## config.mk

```make
export PLATFORM = sky130hd
export DESIGN_NAME = utf8_stream_decoder
export DESIGN_NICKNAME = d
export VERILOG_FILES = /design/src/hdl/utf8d_pkg.sv /design/src/hdl/utf8d_core.sv /design/src/hdl/utf8d_out_queue.sv /design/src/hdl/utf8_stream_decoder.sv
export SDC_FILE = /design/constraint.sdc
export NUM_CORES = 1
export LEC_CHECK = 0
export ABC_AREA = 1
export BUFFER_PORTS_ARGS = -buffer_cell sky130_fd_sc_hd__buf_2
export CAP_MARGIN = 40
export CORE_ASPECT_RATIO = 0.75
export CORE_MARGIN = 5
export CORE_UTILIZATION = 27
export DETAILED_ROUTE_END_ITERATION = 10
export GPL_TIMING_DRIVEN = 0
export PLACE_DENSITY = 0.53
export SYNTH_ARGS = -nofsm -noshare
export SYNTH_HDL_FRONTEND = slang
export SYNTH_HIERARCHICAL = 1
export SYNTH_SLANG_ARGS = --single-unit
```

## constraint.sdc

```tcl
create_clock -name aclk -period 3.8 [get_ports aclk]
set_input_delay 0.19 -clock aclk [delete_from_list [all_inputs] [get_ports aclk]]
set_output_delay 0.19 -clock aclk [all_outputs]
set_load 0.02 [all_outputs]
```

## src/hdl/utf8d_pkg.sv

```systemverilog
// Shared types and constants for the legacy UTF-8 stream decoder.
// No dependencies; used by the core, the result queue and the top level.
package utf8d_pkg;

    localparam int unsigned CP_W  = 31;
    localparam int unsigned DUE_W = 3;

    // Lead byte class boundaries
    localparam logic [7:0] LEAD_2B = 8'hE0;
    localparam logic [7:0] LEAD_3B = 8'hF0;
    localparam logic [7:0] LEAD_4B = 8'hF8;
    localparam logic [7:0] LEAD_5B = 8'hFC;
    localparam logic [7:0] LEAD_6B = 8'hFE;

    // Continuation bytes are 10xxxxxx
    localparam logic [1:0] CONT_TAG = 2'b10;

    typedef struct packed {
        logic [CP_W-1:0] code_point;
        logic            is_error;
        logic            last_of_run;
    } utf8d_result_t;

    // Up to two results raised by one input byte, in order
    typedef struct packed {
        logic [1:0]    count;
        utf8d_result_t first;
        utf8d_result_t second;
    } utf8d_decode_t;

endpackage

```

## src/hdl/utf8d_core.sv

```systemverilog
// Decoder state (payload accumulator, continuation count) and the
// single-pass decode of one byte. Depends on utf8d_pkg.
module utf8d_core (
    input  logic                    aclk,
    input  logic                    aresetn,
    input  logic                    accept,
    input  logic [7:0]              byte_in,
    output utf8d_pkg::utf8d_decode_t dec
);
    import utf8d_pkg::*;

    logic [CP_W-1:0]  acc_reg, acc_next;
    logic [DUE_W-1:0] due_reg, due_next;

    // Lead byte decode
    logic             lead_res;
    logic             lead_err;
    logic [CP_W-1:0]  lead_acc;
    logic [DUE_W-1:0] lead_due;
    logic [CP_W-1:0]  cont_acc;
    logic [DUE_W-1:0] cont_due;

    always_comb begin
        lead_res = 1'b0;
        lead_err = 1'b0;
        lead_acc = '0;
        lead_due = '0;
        if (!byte_in[7]) begin
            lead_res = 1'b1;
            lead_acc = {{(CP_W-8){1'b0}}, byte_in};
        end else if (byte_in < LEAD_2B) begin
            lead_acc = {{(CP_W-5){1'b0}}, byte_in[4:0]};
            lead_due = DUE_W'(1);
        end else if (byte_in < LEAD_3B) begin
            lead_acc = {{(CP_W-4){1'b0}}, byte_in[3:0]};
            lead_due = DUE_W'(2);
        end else if (byte_in < LEAD_4B) begin
            lead_acc = {{(CP_W-3){1'b0}}, byte_in[2:0]};
            lead_due = DUE_W'(3);
        end else if (byte_in < LEAD_5B) begin
            lead_acc = {{(CP_W-2){1'b0}}, byte_in[1:0]};
            lead_due = DUE_W'(4);
        end else if (byte_in < LEAD_6B) begin
            lead_acc = {{(CP_W-1){1'b0}}, byte_in[0]};
            lead_due = DUE_W'(5);
        end else begin
            lead_res = 1'b1;
            lead_err = 1'b1;
        end
    end

    assign cont_acc = {acc_reg[CP_W-7:0], byte_in[5:0]};
    assign cont_due = due_reg - DUE_W'(1);

    always_comb begin
        acc_next   = acc_reg;
        due_next   = due_reg;
        dec        = '0;
        if (due_reg != '0) begin
            if (byte_in[7:6] == CONT_TAG) begin
                acc_next = cont_acc;
                due_next = cont_due;
                if (cont_due == '0) begin
                    dec.count             = 2'd1;
                    dec.first.code_point  = cont_acc;
                    dec.first.last_of_run = 1'b1;
                end
            end else begin
                // sequence broken: flag it, then treat the byte as a fresh lead
                acc_next = lead_res ? '0 : lead_acc;
                due_next = lead_due;
                dec.first.is_error = 1'b1;
                if (lead_res) begin
                    dec.count              = 2'd2;
                    dec.second.code_point  = lead_err ? '0 : lead_acc;
                    dec.second.is_error    = lead_err;
                    dec.second.last_of_run = 1'b1;
                end else begin
                    dec.count             = 2'd1;
                    dec.first.last_of_run = 1'b1;
                end
            end
        end else begin
            acc_next = lead_res ? '0 : lead_acc;
            due_next = lead_due;
            if (lead_res) begin
                dec.count             = 2'd1;
                dec.first.code_point  = lead_err ? '0 : lead_acc;
                dec.first.is_error    = lead_err;
                dec.first.last_of_run = 1'b1;
            end
        end
    end

    always_ff @(posedge aclk) begin
        if (!aresetn) begin
            acc_reg <= '0;
            due_reg <= '0;
        end else if (accept) begin
            acc_reg <= acc_next;
            due_reg <= due_next;
        end
    end

endmodule

```

## src/hdl/utf8d_out_queue.sv

```systemverilog
// Four-entry result queue: takes up to two results per cycle, hands out
// one per cycle while out_ready is high. Depends on utf8d_pkg.
module utf8d_out_queue (
    input  logic                     aclk,
    input  logic                     aresetn,
    input  logic                     push,
    input  utf8d_pkg::utf8d_decode_t dec,
    output logic                     room,
    output logic                     out_valid,
    input  logic                     out_ready,
    output utf8d_pkg::utf8d_result_t out_res
);
    import utf8d_pkg::*;

    localparam int unsigned DEPTH = 4;
    localparam int unsigned PTR_W = $clog2(DEPTH);
    localparam int unsigned CNT_W = $clog2(DEPTH + 1);

    utf8d_result_t    entry_reg [DEPTH];
    logic [PTR_W-1:0] wr_ptr_reg, rd_ptr_reg;
    logic [CNT_W-1:0] count_reg;
    logic [1:0]       n_push;
    logic             pop;

    assign n_push    = push ? dec.count : 2'd0;
    assign out_valid = (count_reg != '0);
    assign pop       = out_valid && out_ready;
    assign out_res   = entry_reg[rd_ptr_reg];
    // room for the worst case of two results
    assign room      = (count_reg <= CNT_W'(DEPTH - 2));

    always_ff @(posedge aclk) begin
        if (n_push != 2'd0) begin
            entry_reg[wr_ptr_reg] <= dec.first;
        end
        if (n_push == 2'd2) begin
            entry_reg[wr_ptr_reg + PTR_W'(1)] <= dec.second;
        end
    end

    always_ff @(posedge aclk) begin
        if (!aresetn) begin
            wr_ptr_reg <= '0;
            rd_ptr_reg <= '0;
            count_reg  <= '0;
        end else begin
            wr_ptr_reg <= wr_ptr_reg + PTR_W'(n_push);
            rd_ptr_reg <= rd_ptr_reg + PTR_W'(pop);
            count_reg  <= count_reg + CNT_W'(n_push) - CNT_W'(pop);
        end
    end

endmodule

```

## src/hdl/utf8_stream_decoder.sv

```systemverilog
// Legacy UTF-8 (up to six bytes) to 31-bit code point stream decoder.
// Each result is written into a four-entry result queue when its byte
// is accepted and offered on m_ from there. Throughput: one byte per
// cycle while s_ready is high; the queue absorbs a byte's two results.
// Reset (aresetn low, synchronous) clears the decoder state and empties
// the queue. Depends on utf8d_pkg, utf8d_core and utf8d_out_queue.
module utf8_stream_decoder (
    input  logic        aclk,
    input  logic        aresetn,
    input  logic        s_valid,
    output logic        s_ready,
    input  logic [7:0]  s_byte_in,
    output logic        m_valid,
    input  logic        m_ready,
    output logic [30:0] m_code_point,
    output logic        m_is_error,
    output logic        m_last_of_run
);
    import utf8d_pkg::*;

    logic          accept;
    utf8d_decode_t dec;
    utf8d_result_t res;

    assign accept = s_valid && s_ready;

    utf8d_core u_core (
        .aclk    (aclk),
        .aresetn (aresetn),
        .accept  (accept),
        .byte_in (s_byte_in),
        .dec     (dec)
    );

    utf8d_out_queue u_queue (
        .aclk      (aclk),
        .aresetn   (aresetn),
        .push      (accept),
        .dec       (dec),
        .room      (s_ready),
        .out_valid (m_valid),
        .out_ready (m_ready),
        .out_res   (res)
    );

    assign m_code_point  = res.code_point;
    assign m_is_error    = res.is_error;
    assign m_last_of_run = res.last_of_run;

endmodule

```

==> run_results.csv, run 1 <==
group,metric,value,unit
pwr,power_frac_seq,39.6,%
clocking,post_cts_buffers,0,
routing,drc_errors,0,
layout,multi_input_comb_area,0.00328,mm²
timing,fin_crit,3270,ps
yosys,synth_top_family_by_area,"compound AO/OA/AOI/OAI gates",
yosys,synth_compound_area_share,18.5,%
yosys,avgSynthCellArea,8.82,µm²
worst_setup_path,worst_setup_path_end_kind,"flip-flop",
layout,final_nets,1094,
worst_setup_path,path_max_fanout,26,
worst_setup_path,critPathTopFamily,"buffers and inverters",
layout,antenna_cells,0,
yosys,yosys.area.top_type,"edfxtp_1",
clocking,cts_made_buffers,17,
clocking,cts_tree,"yes",
timing,tns,0,ps
die,core,0.0315,mm²
placement,hpwlAfterDp,18800,µm
clocking,clock-sinks,167,
clocking,cts_resized,0,
hold_path,hold_path_end,"u_core/acc_reg[0]$_SDFFE_PN0P_",
die,die_area,0.0359,mm²
yosys,synthAdderAreaFrac,1.09,%
pwr,peakVddDrop,348,µV
pwr,internal_power,0.00377,W
pwr,combPwrFrac,31.5,%
timing,relSlewSlack,51.9,%
grt,track_usage,15.1,%
routing,wirelength,26900,µm
yosys,yosys.area_share.simple,16.6,%
die,die_y,165,µm
routing,via_per_inst,4.77,
die,start_util,27.6,%
worst_setup_path,worstSetupPathType,"flip-flop to flip-flop",
worst_setup_path,worst-path-buf-inv,5,
layout,final_cell_area,0.0102,mm²
worst_setup_path,reg2reg_depth,14,
pwr,pwr_density_cell,588,mW/mm²
clocking,clk_path_buf_depth,2,
yosys,synth_area,0.00869,mm²
routing,wl_per_cell,18.0,µm
layout,drive_above_1_share,16.7,%
worst_setup_path,worst-r2r-setup-slack,530,ps
pwr,p_total,0.00599,W
clocking,clock_latency,440,ps
timing,fmax,0.306,GHz
timing,fin_crit_sh,86.1,%
routing,drt-initial-drc-count,561,
die,io_pins,47,
routing,firstDrtPassIters,6,
yosys,synth_xor_area_share,0.403,%
yosys,synth.distinct_cells,34,
timing,maxSlewViolCount,0,
clocking,clockRootBuffer,"clkbuf_16",
worst_setup_path,crit_start,"u_core/due_reg[0]$_SDFFE_PN0P_",
placement,placement.io_buffers,44,
yosys,synthMuxAreaShare,0,%
layout,syn_to_final_growth,17.1,%
routing,detail-route-antenna-nets,0,
clocking,cts_hold_buf,0,
placement,place_area,0.00959,mm²
layout,largest_reg_flops,132,
routing,vias,7121,
hold_path,hold_start,"s_byte_in[0]",
worst_setup_path,critPathSlowestCell,"clkbuf_1",
status,status,"completed",
pwr,p_leak,3.73,nW
timing,whs,54.3,ps
worst_setup_path,worst_ep_required_time,3980,ps
worst_setup_path,cp_cell_sequence,"inv_1 -> ha_1 -> inv_1 -> nand2_1 -> nand3_4 -> nor2_1 -> nor2_1 -> a21oi_1 -> buf_4 -> nor2_4 -> nand2_2 -> clkbuf_1 -> nand2_2 -> buf_12",
yosys,yosys_warnings,6,
timing,setup_viol,0,
clocking,clkTransAtPathRegs,70,ps
layout,final_cell_count_no_fill,1494,
yosys,yosysSeqAreaShare,53.7,%
layout,fill_cells,3333,
pwr,clkPwrFrac,28.9,%
pwr,p_sw_share,37.1,%
grt,overflow,0,
grt,grt_max_degree,28,
placement,gp_congestion,0.825,
worst_setup_path,worst_ep_arrival_time,3450,ps
timing,hold_violations,0,
yosys,synthCells,985,
grt,antenna_found_initial,0,
worst_setup_path,r2r-start,"u_core/due_reg[0]$_SDFFE_PN0P_",
worst_setup_path,setup.worst_path.start_class,"flip-flop",
hold_path,hold_path_depth,3,
clocking,h-tree-depth,4,
timing,rsz0062_at_grt,"false",
worst_setup_path,slowest_delay,480,ps
grt,grt_pass1_wl,40600,µm
job,max-cap-violations,0,
die,fp-row-count,56,
placement,placed_cells,1462,
timing,tightest_slew,722,ps
yosys,ys_ff_latch,167,
pwr,p_switching,0.00222,W
yosys,netlist.area_leader.share,45.6,%
grt,first_global_vias,6718,
layout,regArea,0.00466,mm²
worst_setup_path,r2r-end,"u_queue/entry_reg[2][18]$_DFFE_PP_",
yosys,synthTopCellsByArea,"edfxtp_1 46%, nand2_1 8.6%, o21ai_0 8.2%",
die,dieWidth,217,µm
timing,clock_skew,10.5,ps
hold_path,hold_class,"input pin to flip-flop",
==> how the worst max path moves through the flow <==
stage,to,cells past startpoint,slack [ps]
after floorplan,u_queue/entry_reg[0][0]$_DFFE_PP_,13,940
after global placement,u_queue/entry_reg[2][10]$_DFFE_PP_,13,-420
after detailed placement,u_queue/entry_reg[2][12]$_DFFE_PP_,14,500
after CTS,u_queue/entry_reg[2][18]$_DFFE_PP_,14,470
after global routing,u_queue/entry_reg[2][18]$_DFFE_PP_,14,310
final,u_queue/entry_reg[2][18]$_DFFE_PP_,14,530
==> cell usage in the layout (no fill, tap or decap), types with 4 or more instances in the layout <==
cell       count
clkbuf_1      27
clkbuf_2       4
edfxtp_1     132
inv_6          5
buf_6         17
buf_12         4
o21ai_2       12
nand3_1        8
dfxtp_1       35
ha_1           6
o21ai_1       74
nand2_2       14
nor2_1       122
o21ai_0      142
clkbuf_16     17
nand2_1      196
inv_1         62
a21oi_1       33
conb_1        24
buf_4         30
o22ai_1       33
buf_2         55
==> worst register-to-register path, delay by kind of cell (launching register included) <==
kind	cells	cell delay [ps]
buffers and inverters	5	1130
flip-flops	1	320
AND/OR/NAND/NOR	7	950
adder cells (fa/ha/maj)	1	210
AO/OA/AOI/OAI	1	390
==> power by group through the flow <==
stage                     logic (W)  clock network, W  registers [W]
final                       0.00189           0.00173        0.00237
after global routing        0.00209           0.00184        0.00240
after CTS                   0.00191           0.00175        0.00237
after detailed placement    0.00191                 0        0.00241
after global placement      0.00185                 0        0.00242
after floorplan             0.00123                 0        0.00239
==> logic make-up after synthesis <==
group / Yosys count
flops: 167
buf+inv: 154
compound gates: 300
xor+xnor: 4
fa+ha+maj: 7
other cells: 1
simple gates: 352
==> layout make-up <==
class | count | area share [%]
Sequential cell | 167 | 45.8
Multi-Input combinational cell | 687 | 32.3
Buffer | 89 | 5.83
Tap cell | 406 | 4.99
Clock buffer | 17 | 4.18
Timing Repair Buffer | 48 | 2.95
Inverter | 65 | 2.40
Clock inverter | 15 | 1.56
==> cell usage after synthesis, drive strengths merged <==
cell type	count
o21ai	228
nor2	129
dfxtp	35
a21oi	35
edfxtp	132
inv	65
nand4	2
xor2	3
xnor2	1
a22oi	2
conb	1
and2	1
o22ai	33
nand2	210
clkbuf	31
ha	6
nand3	10
buf	58
fa	1
o31ai	2
==> metrics by stage <==
step	util, %	setup WS, ps
6_report	32.3	527
5_1_grt	32.3	308
4_1_cts	32.3	474
3_5_place_dp	30.4	498
3_3_place_gp	30.1	-421
2_1_floorplan	-	940
==> layer usage <==
layer	track usage [%]	vias up	share of wire (%)
li1	-	3483	-
met1	21.8	3370	47
met2	22.6	244	43
met3	4.06	24	8.5
met4	3.39	0	1.3
met5	0	-	0
Note: power is estimated with default switching activity, not from simulation.
==> run 2, diff against run 1 <==
PLACE_DENSITY = 0.51   (was 0.53)
==> run 2 against run 1 <==
Core utilization grew 0.21 points. Register-to-register slack lost 80 ps. Worst hold slack gained 2.8 ps. Largest cell class unchanged. Clock power grew 9%. Critical path type unchanged.
==> run_results.csv, run 2 (synthesis gave the netlist of run 1 again) <==
group,metric,value,unit
status,status,"completed",
timing,fmax,0.299,GHz
pwr,pwr_density_cell,602,mW/mm²
clocking,cts_tree,"yes",
pwr,peakVddDrop,381,µV
clocking,cts_made_buffers,17,
grt,antenna_found_initial,0,
die,core,0.0315,mm²
layout,regArea,0.00466,mm²
routing,drt-initial-drc-count,727,
layout,syn_to_final_growth,17.9,%
grt,first_global_vias,6759,
pwr,internal_power,0.00396,W
worst_setup_path,r2r-end,"u_queue/entry_reg[2][11]$_DFFE_PP_",
worst_setup_path,crit_start,"u_core/due_reg[0]$_SDFFE_PN0P_",
worst_setup_path,path_max_fanout,26,
die,io_pins,47,
timing,setup_viol,0,
timing,fin_crit_sh,88.2,%
clocking,h-tree-depth,4,
pwr,combPwrFrac,30.9,%
timing,fin_crit,3350,ps
layout,utilization,32.5,%
timing,tns,0,ps
layout,drive_above_1_share,16.7,%
worst_setup_path,setup.worst_path.start_class,"flip-flop",
pwr,clkPwrFrac,30.6,%
worst_setup_path,cp-endpoint,"u_queue/entry_reg[2][11]$_DFFE_PP_",
die,dieWidth,217,µm
routing,firstDrtPassIters,5,
clocking,cts_hold_buf,0,
clocking,clk_path_buf_depth,2,
layout,antenna_cells,0,
timing,relSlewSlack,50.7,%
layout,fill_cells,3275,
timing,tightest_slew,739,ps
worst_setup_path,worst_ep_required_time,3980,ps
grt,overflow,0,
pwr,p_leak,3.76,nW
timing,rsz0062_at_grt,"false",
placement,placement.io_buffers,44,
layout,final_nets,1094,
die,die_area,0.0359,mm²
timing,clock_skew,12.8,ps
worst_setup_path,worst-r2r-setup-slack,450,ps
routing,wl_per_cell,18.3,µm
worst_setup_path,worst_ep_arrival_time,3530,ps
clocking,clockRootBuffer,"clkbuf_16",
routing,vias,7116,
clocking,post_cts_buffers,0,
layout,final_common_cell,"nand2_1",
layout,multi_input_comb_area,0.00328,mm²
grt,grt_max_degree,29,
hold_path,hold_path_depth,3,
routing,wirelength,27300,µm
pwr,power_frac_seq,38.5,%
grt,track_usage,15.3,%
timing,hold_violations,0,
hold_path,hold_class,"input pin to flip-flop",
pwr,p_switching,0.00221,W
placement,hpwlAfterDp,19100,µm
timing,maxSlewViolCount,0,
die,die_y,165,µm
die,start_util,27.6,%
worst_setup_path,r2r-start,"u_core/due_reg[0]$_SDFFE_PN0P_",
clocking,clock-sinks,167,
routing,drc_errors,0,
worst_setup_path,worst_setup_path_end_kind,"flip-flop",
placement,gp_congestion,0.829,
pwr,p_sw_share,35.8,%
job,max-cap-violations,0,
clocking,cts_resized,0,
worst_setup_path,reg2reg_depth,14,
die,fp-row-count,56,
clocking,clkTransAtPathRegs,70,ps
routing,detail-route-antenna-nets,0,
clocking,clock_latency,430,ps
layout,final_cell_mix,"196 x nand2_1, 142 x o21ai_0, 132 x edfxtp_1, 122 x nor2_1, 74 x o21ai_1",
grt,grt_pass1_wl,41000,µm
layout,largest_reg_flops,132,
worst_setup_path,worstSetupPathType,"flip-flop to flip-flop",
routing,via_per_inst,4.77,
==> run 2: changes by cell type in the layout (fill, tap and decap cells not counted), sizes merged <==
cell / previous run / this run
clkinv: 3 / 5
bufinv: 1 / 4
clkinvlp: 3 / 1
inv: 73 / 69
==> run 2: layout make-up <==
cell class,instances,area share (%)
flip-flops and latches,167,45.5
multi-input cells,687,32.1
plain buffers,89,5.79
well taps,406,4.96
clock buffers,17,4.15
repair buffers,48,3.00
inverters,65,2.38
clock inverters,14,2.14
==> run 2: worst min-delay path by stage <==
stage	from	end	slack [ps]
floorplan	aresetn	u_queue/count_reg[0]$_SDFF_PN0_	280
global placement	u_core/acc_reg[4]$_SDFFE_PN0P_	u_core/acc_reg[4]$_SDFFE_PN0P_	460
detailed placement	u_core/acc_reg[6]$_SDFFE_PN0P_	u_core/acc_reg[6]$_SDFFE_PN0P_	460
CTS	s_byte_in[0]	u_core/acc_reg[0]$_SDFFE_PN0P_	30
global route	s_byte_in[1]	u_core/acc_reg[1]$_SDFFE_PN0P_	70
finish	s_byte_in[0]	u_core/acc_reg[0]$_SDFFE_PN0P_	60
==> run 2: layer usage <==
layer / GRT usage, % / vias up / wire [µm]
li1: - / 3490 / -
met1: 23.1 / 3401 / 13600
met2: 23.2 / 212 / 11800
met3: 2.42 / 13 / 1690
met4: 2.87 / 0 / 182
met5: 0 / - / 0
==> run 2: critical path, stage by stage, from the launching register on <==
cell and delay, ps:
dfxtp_1 320, inv_1 110, ha_1 200, inv_1 50, nand2_1 110, nand3_4 160
nor2_1 120, nor2_1 60, a21oi_1 370, buf_4 210, nor2_4 50, nand2_2 140
clkbuf_1 550, nand2_2 350, buf_12 290
==> run 2: power groups by stage <==
stage               registers [W]  logic [W]  clock network [W]
global placement          0.00243    0.00186                  0
finish                    0.00237    0.00191            0.00189
CTS                       0.00237    0.00192            0.00192
detailed placement        0.00241    0.00192                  0
floorplan                 0.00239    0.00123                  0
global route              0.00240    0.00210            0.00201
==> run 2: through the flow <==
stage,area [µm²],std cells,worst slack [ps],power (W),hold slack (ps)
after floorplan,8780,1008,940,0.00362,283
after global placement,9500,1458,-445,0.00428,458
after detailed placement,9600,1462,515,0.00433,460
after CTS,10200,1493,490,0.00622,33.9
after global routing,10200,1493,240,0.00650,66.4
final,10200,1493,450,0.00617,57.0
